==> src/hw/rtl/scm_pkg.sv <==
// ---------------------------------------------------------------------------
// scm_pkg: shared types, constants and saturating helpers
// Signed Q16.32 arithmetic used by the series-capacitor step engine.
// ---------------------------------------------------------------------------
package scm_pkg;

  localparam int SIG_W        = 48;
  localparam int REG_W        = 47;
  localparam int FRAC_W       = 32;
  localparam int MAX_PTS      = 11;
  localparam int CIDX_W       = $clog2(MAX_PTS);
  localparam int PTS_W        = 4;
  localparam int MUL_DIGIT    = 16;
  localparam int MUL_STEPS    = SIG_W / MUL_DIGIT;
  localparam int MUL_CNT_W    = $clog2(MUL_STEPS);
  localparam int DIV_STEPS    = FRAC_W + REG_W;
  localparam int DIV_CNT_W    = $clog2(DIV_STEPS);
  localparam int CFG_IDX_W    = 3;

  typedef logic signed [SIG_W-1:0] sig_t;

  localparam sig_t SIG_MAX = {1'b0, {(SIG_W-1){1'b1}}};
  localparam sig_t SIG_MIN = {1'b1, {(SIG_W-1){1'b0}}};
  localparam sig_t LIM700  = sig_t'(64'd700 << FRAC_W);

  // config register indexes
  typedef enum logic [CFG_IDX_W-1:0] {
    CFG_STEP_TIME   = 3'd0,
    CFG_INV_IND     = 3'd1,
    CFG_SER_RES     = 3'd2,
    CFG_STEP_OVER_C = 3'd3,
    CFG_DAMP_SCALE  = 3'd4,
    CFG_OPEN_THR    = 3'd5,
    CFG_MOV_EN      = 3'd6,
    CFG_CURVE_PTS   = 3'd7
  } cfg_idx_t;

  // item kinds
  localparam logic KIND_STEP  = 1'b0;
  localparam logic KIND_POINT = 1'b1;

  // curve scan result
  typedef struct packed {
    logic done;
    logic use_seg;
    sig_t base_v;
    sig_t cur;
    sig_t slope;
  } curve_res_t;

  function automatic sig_t sat_add(sig_t a, sig_t b);
    logic signed [SIG_W:0] s;
    s = {a[SIG_W-1], a} + {b[SIG_W-1], b};
    if (s[SIG_W] != s[SIG_W-1]) return s[SIG_W] ? SIG_MIN : SIG_MAX;
    return s[SIG_W-1:0];
  endfunction

  function automatic sig_t sat_neg(sig_t a);
    return (a == SIG_MIN) ? SIG_MAX : -a;
  endfunction

  function automatic sig_t sat_sub(sig_t a, sig_t b);
    return sat_add(a, sat_neg(b));
  endfunction

  function automatic logic [SIG_W-1:0] mag(sig_t a);
    return a[SIG_W-1] ? (~a + 1'b1) : a;
  endfunction

endpackage

==> src/hw/rtl/scm_mul.sv <==
// ---------------------------------------------------------------------------
// scm_mul: shared Q16.32 multiplier
// Magnitude product over 16-bit digits, then round half away and saturate.
// ---------------------------------------------------------------------------
module scm_mul import scm_pkg::*; (
  input  logic clk,
  input  logic rst,
  input  logic start,
  input  sig_t a,
  input  sig_t b,
  output logic done,
  output sig_t res
);

  logic [SIG_W-1:0]   mx, my;
  logic [2*SIG_W-1:0] acc;
  logic [MUL_CNT_W-1:0] cnt;
  logic               run, rnd, neg;
  logic [63:0]        pp;
  logic [2*SIG_W-1:0] acc_rnd;
  logic [63:0]        r;

  assign pp      = {{(64-SIG_W){1'b0}}, mx} * {48'b0, my[SIG_W-1 -: MUL_DIGIT]};
  assign acc_rnd = acc + (2*SIG_W)'(64'd1 << (FRAC_W - 1));
  assign r       = acc_rnd[2*SIG_W-1 -: 64];

  always_ff @(posedge clk) begin
    if (rst) begin
      run  <= 1'b0;
      rnd  <= 1'b0;
      done <= 1'b0;
    end else begin
      // saturate cycle follows the last digit, done follows the saturate cycle
      done <= rnd;
      rnd  <= run && !start && (cnt == MUL_CNT_W'(MUL_STEPS - 1));
      if (start) begin
        mx  <= mag(a);
        my  <= mag(b);
        neg <= a[SIG_W-1] ^ b[SIG_W-1];
        acc <= '0;
        cnt <= '0;
        run <= 1'b1;
      end else if (run) begin
        // shift-add one digit of my per cycle, top digit first
        acc <= (acc << MUL_DIGIT) + (2*SIG_W)'(pp);
        my  <= my << MUL_DIGIT;
        cnt <= cnt + 1'b1;
        if (cnt == MUL_CNT_W'(MUL_STEPS - 1)) begin
          run <= 1'b0;
        end
      end else if (rnd) begin
        // round already applied, now saturate
        if (neg) begin
          res <= (r >= 64'(SIG_MAX) + 64'd1) ? SIG_MIN : -sig_t'(r[SIG_W-1:0]);
        end else begin
          res <= (r >= 64'(SIG_MAX)) ? SIG_MAX : sig_t'(r[SIG_W-1:0]);
        end
      end
    end
  end

endmodule

==> config.mk <==
export PLATFORM = sky130hd
export DESIGN_NAME = scm_mul
export DESIGN_NICKNAME = d
export VERILOG_FILES = /design/src/hw/rtl/scm_pkg.sv /design/src/hw/rtl/scm_mul.sv
export SDC_FILE = /design/constraint.sdc
export NUM_CORES = 2
export LEC_CHECK = 0
export BUFFER_PORTS_ARGS = -buffer_cell sky130_fd_sc_hd__buf_2
export CORE_ASPECT_RATIO = 0.6
export CORE_UTILIZATION = 55
export CTS_CLUSTER_SIZE = 12
export DETAILED_ROUTE_END_ITERATION = 6
export GPL_TIMING_DRIVEN = 0
export PLACE_DENSITY = 0.72
export SLEW_MARGIN = 10
export SYNTH_ARGS = -nofsm -noshare
export SYNTH_HDL_FRONTEND = slang
export SYNTH_SLANG_ARGS = --single-unit
==> constraint.sdc <==
create_clock -name clk -period 13.1 [get_ports clk]
set_input_delay 3.275 -clock clk [delete_from_list [all_inputs] [get_ports clk]]
set_output_delay 3.275 -clock clk [all_outputs]
set_load 0.005 [all_outputs]
==> summary.txt <==
Routed WL: 144,000 µm
WL/cell: 25.2 µm
H-tree levels: 1
main flop type after synthesis: edfxtp_1
Place WS: 3.38 ns
number of buffers added on ports: 146
Post-CTS Resized: 0
Critical Path Source Type: flip-flop
Iter 0 DRT Violations: 4,847
Clock Tree Root: clkbuf_16
max_cap viols: 0
Nets: 5,674
Mapped Cells: 4,543
Hold Crit Depth: 1
Mapped Avg Cell Area: 8.96 µm²
Slew HR: 3.79%
DP HPWL: 121,000 µm
Filler cells: 6,420
clock latency on the worst-skew pair: 0.62 ns
Synth-to-Final Area Change: 7.45%
most frequent CP cell: fa_1
post-route cell area: 43,800 µm²
# DRC: 1
Core Region: 72,500 µm²
kind of critical path: flip-flop to flip-flop
RSZ-0062 raised after global routing: false
WP buf/inv: 4
post-CTS setup buffers: 0
Fin Clk Skew: 0.0162 ns
antenna violations before repair: 5
Site Rows: 76
clock period minus worst slack: 10.30 ns
Tcrit/Tclk final: 78.6%
Final setup viols: 0
CP required: 13.55 ns
vias in the first global route: 33,500
worst slew pin tran: 1.43 ns
status: complete, but fails checks
multi-input logic area: 29,200 µm²
Cell Area, Synth: 40,700 µm²
Synth cell types: 83
starting density of the core: 56.2%
Crit-path slowest cell: clkbuf_1
Final ANT Viol Nets: 0
crit path cell chain: clkbuf_1 > clkbuf_1 > and2_1 > fa_1 > fa_1 > fa_1 > fa_1 > fa_1 > fa_1 > ha_1 > clkbuf_1 > a21oi_1 > o21ai_0 > or3b_2 > o211ai_1 > nand4_1 > a31oi_1 > clkbuf_1 > o21ai_0 > a21oi_1
TritonCTS buffer count: 27
Worst Path Max Fanout: 10
largest net degree at the start of global routing: 39
total grt overflow: 0
Top-Level Pins: 148
Post-CTS Hold Buffers: 0
Hold Crit Start: rnd$_SDFF_PP0_
R2R Path Start: my[47]$_DFFE_PP_
Reg area: 7360 µm²
number of enable flip-flop cells after synthesis: 243
Layout Cells excl Fill: 5,732
Hold Crit Class: flip-flop to flip-flop
Yosys reg bits: 246
R2R cell count: 20
Post-Syn Nets: 5,490
FF-to-FF setup slack: 2.80 ns
dpl cell area: 42,900 µm²
failing checks: design-rule violations
Die W: 353 µm
WHS Endpoint: done$_SDFF_PP0_
Clock Path Buffers: 3
first-pass GRT wire length: 215,000 µm
Top delay family on crit path: adder cells
CTS clk-pin slew, worst paths: 0.07 ns
Die H: 213 µm
vias: 34,900
vias per cell: 6.08
Crit path depth: 20
total global-route track usage: 39.1%
final max-slew violation count: 0
FFs w/ async S/R, synth: 0%
Critical Path AT: 10.75 ns
CTS tree: built
GP Congestion: 1.05
CP peak stage delay: 0.81 ns
final hold viol count: 0
final worst setup slack: 2.80 ns
drt first pass iters: 7
endpoint class of the critical path: flip-flop
worst reg2reg endpoint: acc[84]$_SDFFCE_PP0P_
Max Clk Rate: 0.0971 GHz
Sink Count: 246
synth warn: 0
DIE AREA: 75,200 µm²
placed cells: 5,673
sequential cell area fraction in the yosys report: 18.1%
share of layout cells above drive strength 1: 5.48%
[routing by layer]
metal | wire length, µm | GRT usage [%]
met5 | 207 | 1.94
met4 | 2340 | 6.52
met3 | 28400 | 20.8
met2 | 49500 | 45.8
met1 | 63800 | 61.4
[state kept, by name, indices dropped and copies added (netlist names)]
| register | count |
|---|---|
| res | 48 |
| neg | 1 |
| my | 48 |
| acc | 96 |
| rnd | 1 |
| run | 1 |
| done | 1 |
| mx | 48 |
| cnt | 2 |
[kinds of logic after synthesis]
| kind of cell | share of synthesized area, % |
|---|---|
| buf+inv | 10.2 |
| flops | 18.1 |
| xor+xnor | 4.11 |
| simple gates | 19.2 |
| compound gates | 8.94 |
| mux | 0.719 |
| fa+ha+maj | 38.8 |
[area by class of cell]
cell class	instances	area share (%)
diodes	11	0.0629
plain buffers	249	2.15
clock buffers	39	1.74
clock inverters	9	0.234
inverters	859	7.37
multi-input cells	3189	66.8
flip-flops and latches	246	16.8
well taps	975	2.79
repair buffers	155	2.03
[worst max-delay path by stage]
stage / from / end
floorplan: start / acc[0]$_SDFFCE_PP0P_
global placement: start / acc[13]$_SDFFCE_PP0P_
detailed placement: my[35]$_DFFE_PP_ / acc[84]$_SDFFCE_PP0P_
CTS: my[47]$_DFFE_PP_ / acc[84]$_SDFFCE_PP0P_
global route: my[38]$_DFFE_PP_ / acc[60]$_SDFFCE_PP0P_
finish: my[47]$_DFFE_PP_ / acc[84]$_SDFFCE_PP0P_
[placed cells by master, fill, tap and decap left out, drive strengths merged, types with 9 or more instances in the layout]
master and n:
o221ai 21, nand4 79, or3 45, o21ai 108
nand3 66, and2 295, o31a 12, xnor2 119
or2 13, nor2b 32, diode 11, a31oi 10
or4 37, nand2b 9, nor4 42, and4 12
mux2 18, o211ai 14, nor2 178, o21a 24
o41ai 14, clkbuf 276, o21bai 14, a221oi 12
ha 158, fa 690, a21o 49, and3 22
buf 166, nor3 48, inv 860, nand2 655
xor2 72, a21oi 164, edfxtp 243, mux2i 9
o31ai 46
[cells in the mapped netlist, types with 9 or more instances]
master	n	area [µm²]
inv_1	859	3220
fa_1	690	13800
nand2_1	655	2460
and2_1	294	1840
edfxtp_1	243	7300
clkbuf_1	237	890
nor2_1	178	668
a21oi_1	164	821
ha_1	158	1980
xnor2_1	119	1040
o21ai_0	107	536
nand4_1	78	488
xor2_1	72	631
nand3_1	66	330
a21o_1	49	368
nor3_1	47	235
o31ai_1	46	345
or3_1	42	263
nor4_1	39	244
or4_1	33	248
nor2b_1	32	200
o21a_1	24	180
and3_1	22	138
o221ai_1	21	184
mux2_2	18	203
o211ai_1	14	105
o21bai_1	14	105
o41ai_1	13	114
or2_2	13	81.3
a221oi_1	12	105
and4_1	12	105
o31a_1	12	105
a31oi_1	10	62.6
mux2i_1	9	90.1
nand2b_1	9	56.3
[through the flow]
step	TNS [ns]	util, %	hold WS (ns)
floorplan	0	-	0.439
global placement	-191.33	58.9	0.469
detailed placement	0	59.1	0.474
CTS	0	60.3	0.479
global route	0	60.3	0.491
finish	0	60.4	0.468
Power is left out: the tool's default activity adds up to more than one toggle a clock period on the data nets, which glitch-free logic cannot reach.
