## config.mk

```make
export PLATFORM = sky130hd
export DESIGN_NAME = scm_curve
export DESIGN_NICKNAME = d
export VERILOG_FILES = /design/src/hw/rtl/scm_pkg.sv /design/src/hw/rtl/scm_ram.sv /design/src/hw/rtl/scm_curve.sv
export SDC_FILE = /design/constraint.sdc
export NUM_CORES = 2
export LEC_CHECK = 0
export BUFFER_PORTS_ARGS = -buffer_cell sky130_fd_sc_hd__buf_2
export CAP_MARGIN = 20
export CORE_ASPECT_RATIO = 1.4
export CORE_MARGIN = 5
export CORE_UTILIZATION = 46
export DETAILED_ROUTE_END_ITERATION = 10
export SKIP_CTS_REPAIR_TIMING = 1
export SYNTH_ARGS = -nofsm -noshare
export SYNTH_HDL_FRONTEND = slang
export SYNTH_SLANG_ARGS = --single-unit
```

## constraint.sdc

```tcl
create_clock -name clk -period 27 [get_ports clk]
set_clock_uncertainty 0.05 [all_clocks]
set_input_delay 8.1 -clock clk [delete_from_list [all_inputs] [get_ports clk]]
set_output_delay 8.1 -clock clk [all_outputs]
set_load 0.02 [all_outputs]
```

## src/hw/rtl/scm_pkg.sv

```systemverilog
// ---------------------------------------------------------------------------
// scm_pkg: shared types, constants and saturating helpers
// Signed Q16.32 arithmetic used by the series-capacitor step engine.
// ---------------------------------------------------------------------------
package scm_pkg;

  localparam int SIG_W        = 48;
  localparam int REG_W        = 47;
  localparam int FRAC_W       = 32;
  localparam int MAX_PTS      = 11;
  localparam int CIDX_W       = $clog2(MAX_PTS);
  localparam int PTS_W        = 4;
  localparam int MUL_DIGIT    = 16;
  localparam int MUL_STEPS    = SIG_W / MUL_DIGIT;
  localparam int MUL_CNT_W    = $clog2(MUL_STEPS);
  localparam int DIV_STEPS    = FRAC_W + REG_W;
  localparam int DIV_CNT_W    = $clog2(DIV_STEPS);
  localparam int CFG_IDX_W    = 3;

  typedef logic signed [SIG_W-1:0] sig_t;

  localparam sig_t SIG_MAX = {1'b0, {(SIG_W-1){1'b1}}};
  localparam sig_t SIG_MIN = {1'b1, {(SIG_W-1){1'b0}}};
  localparam sig_t LIM700  = sig_t'(64'd700 << FRAC_W);

  // config register indexes
  typedef enum logic [CFG_IDX_W-1:0] {
    CFG_STEP_TIME   = 3'd0,
    CFG_INV_IND     = 3'd1,
    CFG_SER_RES     = 3'd2,
    CFG_STEP_OVER_C = 3'd3,
    CFG_DAMP_SCALE  = 3'd4,
    CFG_OPEN_THR    = 3'd5,
    CFG_MOV_EN      = 3'd6,
    CFG_CURVE_PTS   = 3'd7
  } cfg_idx_t;

  // item kinds
  localparam logic KIND_STEP  = 1'b0;
  localparam logic KIND_POINT = 1'b1;

  // curve scan result
  typedef struct packed {
    logic done;
    logic use_seg;
    sig_t base_v;
    sig_t cur;
    sig_t slope;
  } curve_res_t;

  function automatic sig_t sat_add(sig_t a, sig_t b);
    logic signed [SIG_W:0] s;
    s = {a[SIG_W-1], a} + {b[SIG_W-1], b};
    if (s[SIG_W] != s[SIG_W-1]) return s[SIG_W] ? SIG_MIN : SIG_MAX;
    return s[SIG_W-1:0];
  endfunction

  function automatic sig_t sat_neg(sig_t a);
    return (a == SIG_MIN) ? SIG_MAX : -a;
  endfunction

  function automatic sig_t sat_sub(sig_t a, sig_t b);
    return sat_add(a, sat_neg(b));
  endfunction

  function automatic logic [SIG_W-1:0] mag(sig_t a);
    return a[SIG_W-1] ? (~a + 1'b1) : a;
  endfunction

endpackage

```

## src/hw/rtl/scm_ram.sv

```systemverilog
// ---------------------------------------------------------------------------
// scm_ram: generic single-write, single-read RAM
// One write port, one read port with registered read data.
// ---------------------------------------------------------------------------
module scm_ram #(
  parameter int WIDTH = 8,
  parameter int DEPTH = 16
) (
  input  logic                     clk,
  input  logic                     we,
  input  logic [$clog2(DEPTH)-1:0] waddr,
  input  logic [WIDTH-1:0]         wdata,
  input  logic [$clog2(DEPTH)-1:0] raddr,
  output logic [WIDTH-1:0]         rdata
);

  logic [WIDTH-1:0] mem [DEPTH];

  always_ff @(posedge clk) begin
    if (we) begin
      mem[waddr] <= wdata;
    end
    rdata <= mem[raddr];
  end

endmodule

```

## src/hw/rtl/scm_curve.sv

```systemverilog
// ---------------------------------------------------------------------------
// scm_curve: varistor curve table and segment scan
// Holds breakpoints in RAM and scans them one entry per cycle.
// ---------------------------------------------------------------------------
module scm_curve import scm_pkg::*; (
  input  logic              clk,
  input  logic              rst,
  input  logic              wr_en,
  input  logic [CIDX_W-1:0] wr_idx,
  input  sig_t              wr_v,
  input  sig_t              wr_c,
  input  sig_t              wr_s,
  input  logic              start,
  input  sig_t              vmag,
  input  logic [CIDX_W-1:0] last,
  output curve_res_t        res
);

  logic [3*SIG_W-1:0] rdata;
  logic [CIDX_W-1:0]  cnt, didx;
  logic               busy, dvalid, found, lt0, gt_last, done;
  sig_t               rv, rc, rs;
  sig_t               pv, pc, ps;
  sig_t               sv, sc, ss;
  sig_t               c0, c_last, v_in;

  scm_ram #(.WIDTH(3*SIG_W), .DEPTH(MAX_PTS)) u_ram (
    .clk   (clk),
    .we    (wr_en),
    .waddr (wr_idx),
    .wdata ({wr_v, wr_c, wr_s}),
    .raddr (cnt),
    .rdata (rdata)
  );

  assign {rv, rc, rs} = rdata;

  // scan: entry 0, then first upper breakpoint at or above the voltage
  always_ff @(posedge clk) begin
    if (rst) begin
      busy   <= 1'b0;
      dvalid <= 1'b0;
      done   <= 1'b0;
    end else begin
      dvalid <= busy;
      didx   <= cnt;
      if (start) begin
        busy  <= 1'b1;
        cnt   <= '0;
        done  <= 1'b0;
        found <= 1'b0;
        v_in  <= vmag;
      end else if (busy) begin
        if (cnt == last) busy <= 1'b0;
        else cnt <= cnt + 1'b1;
      end
      if (dvalid) begin
        pv <= rv;
        pc <= rc;
        ps <= rs;
        if (didx == '0) begin
          c0  <= rc;
          lt0 <= v_in < rv;
        end else if (!found && v_in <= rv) begin
          found <= 1'b1;
          sv    <= pv;
          sc    <= pc;
          ss    <= ps;
        end
        if (didx == last) begin
          gt_last <= v_in > rv;
          c_last  <= rc;
          done    <= 1'b1;
        end
      end
    end
  end

  assign res.done    = done;
  assign res.use_seg = !gt_last && !lt0;
  assign res.base_v  = sv;
  assign res.cur     = res.use_seg ? sc : (gt_last ? c_last : c0);
  assign res.slope   = ss;

endmodule

```

==> reports/qor_table.md <==
| Step | Metric | Reported |
|:---|:---|:---|
| status | Outcome | complete, no violations |
| sta | Least-Margin Pin Slew | 1.10 ns |
| layout | Footprint of the multi-input gates | 0.0138 mm² |
| clocking | Clock Root Buffer | sky130_fd_sc_hd__clkbuf_16 |
| sta | Final-report setup violation count | 0 |
| detailed routing | Average routed wire per standard cell | 26.7 µm |
| yosys | Synth top area share | 77.9% |
| detailed routing | ANT nets after route | 0 |
| layout | Registers with the most flip-flops | u_ram.mem: 1584 flops, u_ram.rdata: 144 flops |
| global routing | GRT Overall Usage | 18.6% |
| clocking | TritonCTS clock tree | done |
| placed design | Detailed placer's ending HPWL | 92.4 mm |
| global routing | GR Util met3 | 5.87% |
| critical path | Critical path data required time | 27.38 ns |
| global routing | Via count of the first global-routing pass | 35200 |
| yosys | Flip-flop and latch count after synthesis | 2174 |
| layout | Cell area after layout | 0.0895 mm² |
| sta | Hold Violations, Final | 0 |
| yosys | Register area share after synthesis | 81.6% |
| pwr | Maximum vdd drop | 65.1 µV |
| sta | Unrepaired setup endpoints after global routing | no |
| clocking | Clock slew at the register clock pins of the worst setup and hold paths | 0.06 ns |
| detailed routing | DRT iter0 DRCs | 2887 |
| sta | Fraction of the cycle the final worst path needs | 40.0% |
| layout | Fillers | 13000 |
| placed design | Instance area at placement | 0.0829 mm² |
| detailed routing | Total wirelength of the detailed-routed design | 166 mm |
| global routing | Global route total overflow | 0 |
| global routing | Wire length of the first global-routing pass | 242 mm |
| sta | Accumulated negative setup slack | 0 ns |
| critical path | Critical path launch point type | input pin |
| yosys | Mapped Area | 0.0782 mm² |
| yosys | Commonest cells in the netlist | sky130_fd_sc_hd__edfxtp_1, sky130_fd_sc_hd__mux4_2, sky130_fd_sc_hd__dfxtp_1 |
| floorplanning | Core region area | 0.170 mm² |
| clocking | CTS buffer count | 196 |
| critical path | Kind of critical path | in -> reg |
| layout | Final #Nets | 3984 |
| sta | Worst-case headroom to the max-slew limit | 26.8% |
| detailed routing | DR vias | 34000 |
| critical path | CP Capture Type | flop |
| floorplanning | Die area | 0.178 mm² |
| global routing | GR Util met1 | 27.0% |
| global routing | Number of antenna violations at the first check in global routing | 71 |
| yosys | Number of flops mapped to enable cells by yosys | 2027 |
| global routing | Layer with the highest usage | met2 |
| layout | Post-synthesis to final-layout area growth | 14.5% |
| clocking | Number of sinks driven by the clock tree | 2174 |
| clocking | Clock latency at the later pin of the worst-skew pair | 0.83 ns |
| yosys | Most numerous cell in the Yosys netlist | sky130_fd_sc_hd__edfxtp_1 |
| yosys | Cells after Synth | 3258 |
| floorplanning | Number of placement rows | 179 |
| yosys | Post-synth net total | 3511 |
| clocking | Number of levels in the clock H-tree | 4 |
| placed design | GPL Wtd Cong | 0.718 |
| layout | Sequential Area | 0.0638 mm² |
| sta | Count of final max-slew check failures | 0 |
| global routing | Fraction of met2 tracks used by global routing | 27.9% |
| floorplanning | Floorplan die height | 498 µm |
| pwr | Pwr per Cell Area | 79.1 mW/mm² |
| clocking | CTS max path bufs | 3 |
| yosys | Post-synthesis async set-or-reset flop share | 0% |
| yosys | Top area cells in the synthesized netlist | sky130_fd_sc_hd__edfxtp_1, sky130_fd_sc_hd__mux4_2, sky130_fd_sc_hd__dfxtp_1 |
| floorplanning | IO Pins | 350 |
| yosys | Leading register cell type out of synthesis | sky130_fd_sc_hd__edfxtp_1 |
| critical path | CP Data Arrival Time | 11.18 ns |
| flow run | Reported max-cap violation count | 0 |
| yosys | Cell taking the most area after synthesis | sky130_fd_sc_hd__edfxtp_1 |
| detailed routing | Detailed-routing iteration count for the pre-antenna-repair pass | 5 |
| sta | Final critical-path required period | 10.80 ns |
| layout | Largest register by flop count | u_ram.mem |
| placed design | Quantity of I/O buffers inserted on ports | 349 |
| layout | Flip-flop count of the largest register after layout | 1584 |
| pwr | Leakage | 0.0291 µW |
| yosys | Cell variety after synth | 48 |
| layout | Share of layout cells above drive strength 1 | 33.3% |
| floorplanning | Starting Density | 46.1% |
| sta | Final worst slack | 16.20 ns |
| global routing | Largest net degree at the start of global routing | 130 |
| sta | Top achievable clock speed | 92.6 MHz |
| floorplanning | Width of the die | 358 µm |
| detailed routing | DRC violations left | 0 |
| yosys | Synthesized area per cell | 24.0 µm² |
| worst hold path | Worst hold-check path type | reg -> reg |
| placed design | Worst setup slack after placement | 15.24 ns |
| detailed routing | Post-DR vias/cell | 5.49 |
| yosys | Synth warn | 0 |
| critical path | Biggest fanout along the worst timing path | 55 |
| layout | Util after Layout | 52.8% |
[final cells by class]
type / instances / share of cell area [%]
Timing Repair Buffer: 406 / 2.57
Clock buffer: 285 / 6.22
Clock inverter: 88 / 1.06
Tap cell: 2262 / 3.16
Sequential cell: 2174 / 71.3
Inverter: 54 / 0.226
Antenna cell: 30 / 0.0839
Multi-Input combinational cell: 899 / 15.4
[cells in the final DEF, fill, tap and decap left out, types with 14 or more instances in the layout]
master                         n
sky130_fd_sc_hd__clkbuf_8     31
sky130_fd_sc_hd__clkbuf_1     57
sky130_fd_sc_hd__buf_4        47
sky130_fd_sc_hd__mux2_2      144
sky130_fd_sc_hd__mux4_2      432
sky130_fd_sc_hd__clkinv_1     22
sky130_fd_sc_hd__edfxtp_1   2027
sky130_fd_sc_hd__clkbuf_16   197
sky130_fd_sc_hd__diode_2      30
sky130_fd_sc_hd__a21oi_1      18
sky130_fd_sc_hd__clkinv_2     29
sky130_fd_sc_hd__nand2_1      61
sky130_fd_sc_hd__inv_1        54
sky130_fd_sc_hd__mux2i_1      48
sky130_fd_sc_hd__o21ai_0      54
sky130_fd_sc_hd__ha_1         49
sky130_fd_sc_hd__bufinv_16    14
sky130_fd_sc_hd__dfxtp_1     147
sky130_fd_sc_hd__buf_2       349
[path summary, 6_finish.rpt]
path / end / start / slack [ns] / cells past startpoint
setup reg to reg: ss[39] / u_ram.rdata[111] / 21.97 / 9
hold / removal: ps[46] / u_ram.rdata[46] / 0.35 / 0
setup / recovery: u_ram.mem[3][132] / wr_idx[3] / 16.20 / 5
hold reg to reg: ps[46] / u_ram.rdata[46] / 0.35 / 0
[power by group]
part / switching, µW / internal [µW] / total (µW)
logic: 231 / 192 / 424
registers: 56.3 / 3810 / 3870
clock network: 1210 / 1580 / 2780
total: 1490 / 5580 / 7080
[metrics by stage]
step | hold WS, ns | total power [µW] | cells
2_1_floorplan | 0.336 | 4200 | 3258
3_3_place_gp | 0.339 | 4370 | 5795
3_5_place_dp | 0.339 | 4380 | 5795
4_1_cts | 0.351 | 7160 | 6168
5_1_grt | 0.357 | 7330 | 6169
6_report | 0.351 | 7080 | 6198
[per-layer routing]
layer	vias to the layer above	part of all wire (%)	wire, µm
li1	14600	-	-
met1	18100	44	72300
met2	985	46	76200
met3	272	8.3	13700
met4	46	1.9	3130
met5	-	0.18	293
[cells by family after synthesis]
family,after synthesis,synth area share (%)
fa+ha+maj,49,0.784
simple gates,125,0.770
buf+inv,185,0.928
mux,624,15.1
flops,2174,81.6
compound gates,90,0.647
xor+xnor,11,0.123
[critical path, cell delays in order]
cell	delay, ns
sky130_fd_sc_hd__buf_2	0.11
sky130_fd_sc_hd__or3b_2	0.60
sky130_fd_sc_hd__nor2_4	0.80
sky130_fd_sc_hd__buf_4	0.63
sky130_fd_sc_hd__buf_4	0.81
No activity file was read; power rests on OpenSTA's default activity.
