<file path="config.mk">
export PLATFORM = sky130hd
export DESIGN_NAME = scm_div
export DESIGN_NICKNAME = d
export VERILOG_FILES = /design/src/hw/rtl/scm_pkg.sv /design/src/hw/rtl/scm_div.sv
export SDC_FILE = /design/constraint.sdc
export NUM_CORES = 1
export LEC_CHECK = 0
export ABC_CLOCK_PERIOD_IN_PS = 8400
export CORE_MARGIN = 2
export CORE_UTILIZATION = 40
export DETAILED_ROUTE_END_ITERATION = 16
export DONT_BUFFER_PORTS = 1
export PLACE_DENSITY = 0.66
export SLEW_MARGIN = 10
export SYNTH_ARGS = -nofsm -noshare
export SYNTH_HDL_FRONTEND = slang
export SYNTH_SLANG_ARGS = --single-unit
</file>
<file path="constraint.sdc">
create_clock -name clk -period 8.4 [get_ports clk]
set_clock_uncertainty 0.15 [all_clocks]
set_input_delay 0 -clock clk [delete_from_list [all_inputs] [get_ports clk]]
set_output_delay 0 -clock clk [all_outputs]
set_load 0.02 [all_outputs]
</file>
<file path="src/hw/rtl/scm_pkg.sv">
// ---------------------------------------------------------------------------
// scm_pkg: shared types, constants and saturating helpers
// Signed Q16.32 arithmetic used by the series-capacitor step engine.
// ---------------------------------------------------------------------------
package scm_pkg;

  localparam int SIG_W        = 48;
  localparam int REG_W        = 47;
  localparam int FRAC_W       = 32;
  localparam int MAX_PTS      = 11;
  localparam int CIDX_W       = $clog2(MAX_PTS);
  localparam int PTS_W        = 4;
  localparam int MUL_DIGIT    = 16;
  localparam int MUL_STEPS    = SIG_W / MUL_DIGIT;
  localparam int MUL_CNT_W    = $clog2(MUL_STEPS);
  localparam int DIV_STEPS    = FRAC_W + REG_W;
  localparam int DIV_CNT_W    = $clog2(DIV_STEPS);
  localparam int CFG_IDX_W    = 3;

  typedef logic signed [SIG_W-1:0] sig_t;

  localparam sig_t SIG_MAX = {1'b0, {(SIG_W-1){1'b1}}};
  localparam sig_t SIG_MIN = {1'b1, {(SIG_W-1){1'b0}}};
  localparam sig_t LIM700  = sig_t'(64'd700 << FRAC_W);

  // config register indexes
  typedef enum logic [CFG_IDX_W-1:0] {
    CFG_STEP_TIME   = 3'd0,
    CFG_INV_IND     = 3'd1,
    CFG_SER_RES     = 3'd2,
    CFG_STEP_OVER_C = 3'd3,
    CFG_DAMP_SCALE  = 3'd4,
    CFG_OPEN_THR    = 3'd5,
    CFG_MOV_EN      = 3'd6,
    CFG_CURVE_PTS   = 3'd7
  } cfg_idx_t;

  // item kinds
  localparam logic KIND_STEP  = 1'b0;
  localparam logic KIND_POINT = 1'b1;

  // curve scan result
  typedef struct packed {
    logic done;
    logic use_seg;
    sig_t base_v;
    sig_t cur;
    sig_t slope;
  } curve_res_t;

  function automatic sig_t sat_add(sig_t a, sig_t b);
    logic signed [SIG_W:0] s;
    s = {a[SIG_W-1], a} + {b[SIG_W-1], b};
    if (s[SIG_W] != s[SIG_W-1]) return s[SIG_W] ? SIG_MIN : SIG_MAX;
    return s[SIG_W-1:0];
  endfunction

  function automatic sig_t sat_neg(sig_t a);
    return (a == SIG_MIN) ? SIG_MAX : -a;
  endfunction

  function automatic sig_t sat_sub(sig_t a, sig_t b);
    return sat_add(a, sat_neg(b));
  endfunction

  function automatic logic [SIG_W-1:0] mag(sig_t a);
    return a[SIG_W-1] ? (~a + 1'b1) : a;
  endfunction

endpackage

</file>
<file path="src/hw/rtl/scm_div.sv">
// ---------------------------------------------------------------------------
// scm_div: restoring divider for the damping quotient
// Q16.32 quotient of two unsigned values, one bit per cycle, saturating.
// ---------------------------------------------------------------------------
module scm_div import scm_pkg::*; (
  input  logic             clk,
  input  logic             rst,
  input  logic             start,
  input  logic [REG_W-1:0] num,
  input  logic [REG_W-1:0] den,
  output logic             done,
  output sig_t             quo
);

  logic [DIV_STEPS-1:0] nreg;
  logic [REG_W-1:0]     rem, dreg, q;
  logic [DIV_CNT_W-1:0] cnt;
  logic                 busy, ovf, dz;
  logic [REG_W:0]       r2;
  logic                 fits;

  assign r2   = {rem, nreg[DIV_STEPS-1]};
  assign fits = r2 >= {1'b0, dreg};
  assign quo  = (dz || ovf) ? SIG_MAX : {1'b0, q};

  always_ff @(posedge clk) begin
    if (rst) begin
      busy <= 1'b0;
      done <= 1'b0;
    end else if (start) begin
      nreg <= {num, {FRAC_W{1'b0}}};
      dreg <= den;
      rem  <= '0;
      q    <= '0;
      ovf  <= 1'b0;
      cnt  <= '0;
      dz   <= (den == '0);
      busy <= (den != '0);
      done <= (den == '0);
    end else if (busy) begin
      // one quotient bit per cycle; bits beyond the range flag overflow
      nreg <= nreg << 1;
      rem  <= fits ? REG_W'(r2 - {1'b0, dreg}) : r2[REG_W-1:0];
      q    <= {q[REG_W-2:0], fits};
      ovf  <= ovf | q[REG_W-1];
      cnt  <= cnt + 1'b1;
      if (cnt == DIV_CNT_W'(DIV_STEPS - 1)) begin
        busy <= 1'b0;
        done <= 1'b1;
      end
    end
  end

endmodule

</file>
==> results.json, run 1 <==
{
  "status": "complete, no violations",
  "wl_um": 24900,
  "track_usage_pct": 17.4,
  "arrival_ns": 4.16,
  "tritoncts": "done",
  "fmax_mhz": 242,
  "yosysSeqAreaShare_pct": 54.5,
  "synthMuxAreaShare_pct": 7.58,
  "hold_class": "in -> reg",
  "final_util_pct": 47.5,
  "crit_chain": "inv_1 -> ha_1 -> fa_1 -> nor2b_1 -> o31a_1 -> o21bai_1 -> a21boi_1 -> o21bai_2 -> a211oi_1 -> or3_4 -> a31o_2 -> buf_4 -> mux2i_1 -> nor2_1",
  "critPathTopFamily": "compound AO/OA/AOI/OAI gates",
  "synthTopCellsByCount": "edfxtp_1, nor2_1, inv_1",
  "clk_pin_slew_ns": 0.08,
  "start_kind": "register",
  "path_class": "reg -> reg",
  "vias": 7353,
  "firstDrtPassIters": 5,
  "cts_root_buf": "clkbuf_16",
  "worst_slew_pin_slew_ns": 1.08,
  "crit_fanout": 26,
  "async_flop_share_pct": 0,
  "clk_path_buf_depth": 2,
  "fin_crit_ns": 4.14,
  "crit_buf_inv": 2,
  "io_buffers": 0,
  "yosysTopAreaCell": "edfxtp_1",
  "syn-num-nets": 1073,
  "ys_ff_latch": 199,
  "drt_iter0_drc": 550,
  "rows": 60,
  "layout_setup_ws_ns": 4.26,
  "numCtsBuffers": 17,
  "synth.distinct_cells": 73,
  "synth_top_area_share_pct": 54.2,
  "die-width_um": 169,
  "rsz0062_at_grt": "no",
  "grt_pass1_vias": 7274,
  "yosys.area_share.simple_pct": 13.9,
  "critPathSlowestCell": "a31o_2",
  "end_kind": "register",
  "h-tree-depth": 4,
  "setup_tns_ns": 0,
  "clock-sinks": 199,
  "cpPeakStageDelay_ns": 0.51,
  "synth_ff_type": "edfxtp_1",
  "use_met3_pct": 2.40,
  "ant_nets": 0,
  "area_growth_pct": 17.0,
  "whs_ns": 0.0252,
  "place_congestion": 0.869,
  "drive_above_1_share_pct": 10.4,
  "synth-edff-count": 197,
  "worst_ep_required_time_ns": 8.42,
  "grtUsageMet1_pct": 23.1,
  "slew_viol_final": 0,
  "grt_pass1_wl_um": 38900,
  "die_area_mm2": 0.0286,
  "cts_setup_buffers": 0,
  "vias_per_cell": 5.41,
  "core_area_mm2": 0.0269,
  "dp_hpwl_um": 16500,
  "yosys_warnings": 0,
  "antenna_found_initial": 1,
  "setup_viol": 0,
  "grt_max_degree": 145,
  "route.detailed.wl_per_inst_um": 18.3,
  "pre_cts_ws_ns": 4.26,
  "yosysMostFrequentCell": "edfxtp_1",
  "avgSynthCellArea_um2": 11.8,
  "initial_core_util_pct": 40.6,
  "fin_nets": 1152,
  "synth_compound_area_share_pct": 10.4,
  "synth_top_family_by_area": "simple AND/OR/NAND/NOR gates",
  "worst_skew_pair.late_latency_ns": 0.45,
  "syn_inst": 926,
  "top_usage_layer": "met2",
  "cts_resized": 0,
  "postCtsHoldBufs": 99,
  "drv_cap": 0,
  "power.density_mw_per_mm2": 204,
  "grt_util_met2_pct": 29.0,
  "drc": 0,
  "synth-xor-area-share_pct": 3.45,
  "syn_area_mm2": 0.0109,
  "io_pins": 146,
  "leakagePower_nw": 4.89,
  "period_share_pct": 49.3,
  "synth_area_leaders": "edfxtp_1, ha_1, mux2_2, nor2b_1, or3_1",
  "ir_worst_vdd_uv": 135,
  "synthAdderAreaFrac_pct": 5.80,
  "grt_remaining_overflow": 0,
  "die_height_um": 169,
  "relSlewSlack_pct": 27.6,
  "hold_viol_final": 0
}
cells in the final DEF, fill, tap and decap left out, types with 12 or more instances in the layout:
| master | n |
|---|---|
| a21o_1 | 25 |
| a21oi_1 | 46 |
| clkbuf_16 | 17 |
| dlygate4sd3_1 | 98 |
| edfxtp_1 | 197 |
| ha_1 | 49 |
| inv_1 | 59 |
| mux2_2 | 46 |
| mux2i_1 | 31 |
| nand2_1 | 43 |
| nand3_1 | 16 |
| nand4_1 | 12 |
| nor2_1 | 65 |
| nor2b_1 | 51 |
| nor4_1 | 13 |
| o21ai_0 | 19 |
| or3_1 | 50 |
| xnor2_1 | 24 |
| xor2_1 | 19 |
registers in the layout, indices dropped and copies added (netlist names):
signal  cells
busy        1
cnt         7
done        1
dreg       47
dz          1
nreg       47
ovf         1
q          47
rem        47
layer usage:
metal  part of all wire, %  vias to the layer above
li1                      -                     3570
met4                   2.6                        0
met3                   3.0                       36
met5                     0                        -
met2                    49                      198
met1                    45                     3549
final cells by class:
class	instances	area, um^2
fill	2410	14100
sequential	199	5960
multi-input combinational	621	4510
timing repair buffer	105	1070
tap	341	427
clock buffer	17	425
inverter	61	229
clock inverter	14	156
antenna	1	2.50
stage by stage:
| step | total power, mW | instance area, um^2 | cells |
|---|---|---|---|
| global route | 2.73 | 12800 | 1359 |
| CTS | 2.63 | 12700 | 1357 |
| global placement | 1.73 | 11200 | 1227 |
| detailed placement | 1.74 | 11200 | 1227 |
| finish | 2.61 | 12800 | 1359 |
| floorplan | 1.67 | 10900 | 926 |
power breakdown:
part	switching, mW	internal [mW]	leakage [nW]	total, mW
combinational	0.320	0.244	2.70	0.564
clock	0.428	0.400	0.282	0.827
sequential	0.0327	1.19	1.91	1.22
cells by family (layout without fill, tap and decap cells):
kind of cell / count (synthesis) / after routing
AOI/OAI and AO/OA: 162 / 162
xor gates and xnor gates: 43 / 43
adders and majority gates: 50 / 50
buffers and inverters: 106 / 197
DFF: 199 / 199
muxes: 77 / 77
other: 1 / 2
and+or+nand+nor: 288 / 288
worst paths after layout:
check | slack, ns | end | from | depth (start not counted)
max reg2reg | 4.26 | rem[24] | nreg[78] | 14
min | 0.03 | q[40] | start | 2
max | 4.26 | rem[24] | nreg[78] | 14
min reg2reg | 0.40 | nreg[70] | nreg[69] | 1
No activity file was read; power rests on OpenSTA's default activity.
==> inputs of run 2 (changes only) <==
- ABC_AREA: not set -> 1
- ABC_CLOCK_PERIOD_IN_PS: 8400 -> 4019
- clock period: 8.4 -> 4.02 ns (I/O delays scaled with it)
==> results.json, run 2 <==
{
  "io_pins": 146,
  "synth-xor-area-share_pct": 1.60,
  "worstHoldStart": "den[14]",
  "antenna_cells": 0,
  "power.density_mw_per_mm2": 393,
  "drv_cap": 0,
  "violations": "negative hold slack",
  "synth_top_area_share_pct": 46.8,
  "hold_class": "in -> reg",
  "fin_crit_ns": 3.21,
  "start_kind": "register",
  "arrival_ns": 3.28,
  "synthMuxAreaShare_pct": 0,
  "worst_slew_pin_slew_ns": 0.956,
  "ir_worst_vdd_uv": 422,
  "whs_ns": -0.00629,
  "cpPeakStageDelay_ns": 0.41,
  "avgSynthCellArea_um2": 7.24,
  "die-width_um": 182,
  "relSlewSlack_pct": 36.1,
  "route.detailed.wl_per_inst_um": 14.7,
  "yosys.area_share.simple_pct": 33.0,
  "track_usage_pct": 20.7,
  "yosysSeqAreaShare_pct": 47.2,
  "drc": 0,
  "syn_inst": 1745,
  "cp-startpoint": "nreg[78]",
  "leakagePower_nw": 7.33,
  "antenna_found_initial": 0,
  "critPathSlowestCell": "fa_1",
  "grt_max_degree": 101,
  "h-tree-depth": 4,
  "dp_hpwl_um": 23900,
  "syn_area_mm2": 0.0126,
  "setup_tns_ns": 0,
  "layout_setup_ws_ns": 0.811,
  "vias": 10600,
  "rows": 65,
  "fmax_mhz": 312,
  "drive_above_1_share_pct": 3.02,
  "area_growth_pct": 16.7,
  "firstDrtPassIters": 5,
  "rsz0062_at_grt": "no",
  "core_area_mm2": 0.0313,
  "die_area_mm2": 0.0330,
  "clk_path_buf_depth": 2,
  "vias_per_cell": 4.72,
  "die_height_um": 182,
  "slew_viol_final": 0,
  "ff_latch_area_mm2": 0.00596,
  "ant_nets": 0,
  "place_congestion": 0.901,
  "tritoncts": "done",
  "ys_ff_latch": 199,
  "yosysTopAreaCell": "edfxtp_1",
  "holdPathStages": 5,
  "async_flop_share_pct": 0,
  "wl_um": 33300,
  "rr_worst_depth": 16,
  "multiInputGateArea_mm2": 0.00522,
  "synth_compound_area_share_pct": 1.47,
  "end_kind": "register",
  "numCtsBuffers": 17,
  "period_share_pct": 79.8,
  "worst_skew_pair.late_latency_ns": 0.46,
  "synth_ff_type": "edfxtp_1",
  "status": "finished, violations left",
  "hold_viol_final": 1,
  "synthAdderAreaFrac_pct": 5.01,
  "grt_pass1_vias": 10600,
  "fillers": 3102,
  "synth_top_family_by_area": "simple AND/OR/NAND/NOR gates",
  "synth.distinct_cells": 33,
  "yosys_warnings": 0,
  "crit_chain": "inv_1 -> ha_1 -> fa_1 -> inv_1 -> nand2_1 -> nand2_1 -> nand3_1 -> nand2_1 -> nand2_1 -> nand2_1 -> nand2_1 -> nand4_4 -> buf_12 -> nand2_1 -> nand2_1 -> nor2_1",
  "pre_cts_ws_ns": 0.783,
  "clk_pin_slew_ns": 0.07,
  "synthTopCellsByCount": "nand2_1, inv_1, nor2_1",
  "layout_commonest_cell": "nand2_1",
  "cts_root_buf": "clkbuf_16",
  "path_class": "reg -> reg",
  "syn-num-nets": 1892,
  "power_mw": 5.80,
  "final_cell_mix": "nand2_1, inv_1, nor2_1",
  "setup_viol": 0,
  "io_buffers": 0,
  "initial_core_util_pct": 40.3,
  "crit_fanout": 48,
  "drt_iter0_drc": 636,
  "cp_common_cell": "nand2_1",
  "grt_pass1_wl_um": 53800,
  "clock-sinks": 199,
  "reg2reg_from": "nreg[78]",
  "yosysMostFrequentCell": "nand2_1",
  "worst_ep_required_time_ns": 4.09,
  "fin_nets": 1988,
  "synth_area_leaders": "edfxtp_1, nand2_1, inv_1, nor2_1, ha_1",
  "grt_remaining_overflow": 0,
  "synth-edff-count": 197
}
## run 2: cell types whose count changed after synthesis, moves of 46 or more
cell     previous run  this run
or3_1              50         0
nor2b_1            51         0
nor2_1             67       220
nand2_1            43       720
mux2_2             46         0
nand3_1            16        64
inv_1              59       342
## run 2: timing repair
item	CTS	global route
hold endpoints to repair	316	0
buffers inserted	0	0
resized for setup	0	0
hold buffers	108	0
## run 2: cell type report
| class | count | area share (%) |
|---|---|---|
| clock inverter | 14 | 1.07 |
| sequential | 199 | 40.4 |
| clock buffer | 18 | 2.91 |
| multi-input combinational | 1162 | 35.4 |
| tap | 402 | 3.41 |
| inverter | 347 | 8.84 |
| timing repair buffer | 114 | 7.93 |
## run 2: routing by layer
metal,global-route usage [%],vias up,wire (um)
met5,0,-,0
met4,6.24,0,640
met3,4.87,44,2100
met2,35.1,266,15700
met1,26.3,4844,14800
li1,-,5484,-
## run 2: per-stage QoR
| step | utilization, % | cells | hold WS [ns] | instance area [um^2] |
|---|---|---|---|---|
| after detailed placement | 41.7 | 2116 | -0.0734 | 13000 |
| final | 47.1 | 2256 | -0.00629 | 14700 |
| after global placement | 41.7 | 2116 | -0.0759 | 13000 |
| after floorplan | - | 1745 | -0.0809 | 12600 |
| after CTS | 47.1 | 2256 | 0.0000165 | 14700 |
| after global routing | 47.1 | 2256 | 0.0102 | 14700 |
## run 2: report_power, final
| group | internal (mW) | switching [mW] | total, mW | leakage [nW] |
|---|---|---|---|---|
| combinational | 0.520 | 0.982 | 1.50 | 5.13 |
| sequential | 2.48 | 0.0632 | 2.54 | 1.91 |
| clock | 0.885 | 0.863 | 1.75 | 0.290 |
| total | 3.89 | 1.91 | 5.80 | 7.33 |
## run 2: cell families after synthesis
kind of cell / count (synthesis)
adder cells (fa/ha/maj): 50
XOR/XNOR: 23
AND/OR/NAND/NOR: 1052
buffers and inverters: 384
AO/OA/AOI/OAI: 36
flip-flops: 199
other: 1
## run 2: final timing paths
path                    to  slack, ns
hold / removal          dz     -0.006
setup reg to reg   rem[20]       0.81
hold reg to reg   nreg[76]       0.37
setup / recovery   rem[20]       0.81
## run 2: worst max-delay path: cells and delay by family (launching register included)
| kind | cells | cell delay [ns] |
|---|---|---|
| simple gates | 11 | 1.36 |
| fa+ha+maj | 2 | 0.63 |
| flops | 1 | 0.36 |
| buf+inv | 3 | 0.45 |
==> inputs of run 3 (changes only) <==
- ABC_CLOCK_PERIOD_IN_PS: 4019 -> 3200
- clock period: 4.02 -> 3.2 ns (I/O delays scaled with it)
==> results.json, run 3 (synthesis results as in run 2) <==
{
  "status": "finished, violations left",
  "violations": "negative hold slack",
  "final_cell_mix": "nand2_1, inv_1, nor2_1",
  "relSlewSlack_pct": 35.9,
  "fillers": 2994,
  "vias_per_cell": 4.70,
  "end_kind": "register",
  "cpPeakStageDelay_ns": 0.41,
  "rsz0062_at_grt": "no",
  "h-tree-depth": 4,
  "layout_commonest_cell": "nand2_1",
  "path_class": "reg -> reg",
  "worst_ep_required_time_ns": 3.26,
  "ir_worst_vdd_uv": 452,
  "hold_class": "in -> reg",
  "place_congestion": 0.971,
  "area_growth_pct": 17.6,
  "fin_nets": 1997,
  "core_area_mm2": 0.0313,
  "fmax_mhz": 349,
  "clock-sinks": 199,
  "slew_viol_final": 0,
  "start_kind": "register",
  "wl_met2_um": 14600,
  "numCtsBuffers": 17,
  "ant_nets": 0,
  "die_area_mm2": 0.0330,
  "dr_wl_met3_um": 2070,
  "firstDrtPassIters": 6,
  "whs_ns": -0.0157,
  "clk_pin_slew_ns": 0.08,
  "grt_pass1_wl_um": 52900,
  "final_util_pct": 47.4,
  "power.density_mw_per_mm2": 494,
  "period_share_pct": 89.6,
  "initial_core_util_pct": 40.3,
  "crit_fanout": 39,
  "crit_chain": "inv_1 -> ha_1 -> fa_1 -> inv_1 -> nand2_1 -> nand2_1 -> nand3_1 -> nand2_1 -> nand2_1 -> nand2_1 -> nand2_1 -> nand4_4 -> buf_12 -> nand2_1 -> nand2_1 -> nor2_1",
  "worst_slew_pin_slew_ns": 0.959,
  "drc": 0,
  "track_usage_pct": 20.2,
  "leakagePower_nw": 7.38,
  "cp_common_cell": "nand2_1",
  "dp_hpwl_um": 23500,
  "grt_pass1_vias": 10400,
  "cts_root_buf": "clkbuf_16",
  "drv_cap": 0,
  "vias": 10700,
  "worst_skew_pair.late_latency_ns": 0.47,
  "drt_iter0_drc": 744,
  "rows": 65,
  "io_pins": 146,
  "routed.top_layer": "met4",
  "critPathTopFamily": "simple AND/OR/NAND/NOR gates",
  "wl_um": 32200,
  "drive_above_1_share_pct": 3.49,
  "critPathSlowestCell": "fa_1",
  "io_buffers": 0,
  "setup_viol": 0,
  "drt-met1-wl_um": 14700,
  "hold_viol_final": 1,
  "setup_tns_ns": 0,
  "grt_max_degree": 102,
  "fin_crit_ns": 2.87,
  "die-width_um": 182,
  "grt_remaining_overflow": 0,
  "clk_path_buf_depth": 2,
  "route.detailed.wl_per_inst_um": 14.2,
  "crit_buf_inv": 3,
  "die_height_um": 182,
  "arrival_ns": 2.93,
  "antenna_found_initial": 2,
  "tritoncts": "done"
}
==> run 3: per-stage QoR <==
step / hold slack [ns] / setup slack [ns] / instance area [um^2] / instances / total power, mW
floorplan: -0.0809 / 0.0378 / 12600 / 1745 / 4.59
global placement: -0.0761 / 0.264 / 13100 / 2119 / 4.96
detailed placement: -0.0690 / 0.202 / 13100 / 2119 / 4.98
CTS: 0.000306 / 0.202 / 14800 / 2260 / 7.36
global route: 0.00149 / 0.0687 / 14900 / 2267 / 7.79
finish: -0.0157 / 0.334 / 14900 / 2267 / 7.33
==> run 3: metal layers <==
metal | track usage (%) | up-vias
met3 | 5.25 | 52
met1 | 26.3 | 4784
li1 | - | 5517
met4 | 7.19 | 0
met2 | 32.7 | 302
met5 | 0 | -
==> run 3: timing repair <==
action / 4_1_cts / 5_1_grt
buffers inserted: 0 / 5
hold buffers: 109 / 0
endpoints found under the setup margin: 0 / 34
endpoints found under the hold margin: 291 / 0
gates resized for setup: 0 / 0
==> run 3: worst paths after layout <==
kind / start / endpoint / slack, ns / depth (start not counted)
worst max-delay path: nreg[78] / rem[21] / 0.33 / 16
worst min-delay path: den[14] / dz / -0.02 / 5
worst max register to register: nreg[78] / rem[21] / 0.33 / 16
worst min register to register: nreg[74] / nreg[75] / 0.37 / 2
==> run 3: tightest hold or removal path, stage by stage <==
cell,delay (ns)
nor2_1,0.02
nand2_1,0.12
nor4_1,0.07
nand3_1,0.16
inv_1,0.06
==> run 3: power by group <==
group          total, mW  leakage (nW)  internal, mW  switching [mW]
sequential          3.20          1.91          3.12          0.0785
combinational       1.91          5.17         0.680            1.23
clock               2.23         0.298          1.08            1.15
==> run 3: cell type report <==
| cell class | instances | area, um^2 | share of cell area [%] |
|---|---|---|---|
| antenna | 2 | 5.00 | 0.0337 |
| clock buffer | 17 | 425 | 2.86 |
| clock inverter | 15 | 191 | 1.29 |
| inverter | 347 | 1300 | 8.77 |
| multi-input combinational | 1162 | 5220 | 35.1 |
| sequential | 199 | 5960 | 40.1 |
| tap | 402 | 503 | 3.39 |
| timing repair buffer | 123 | 1250 | 8.43 |
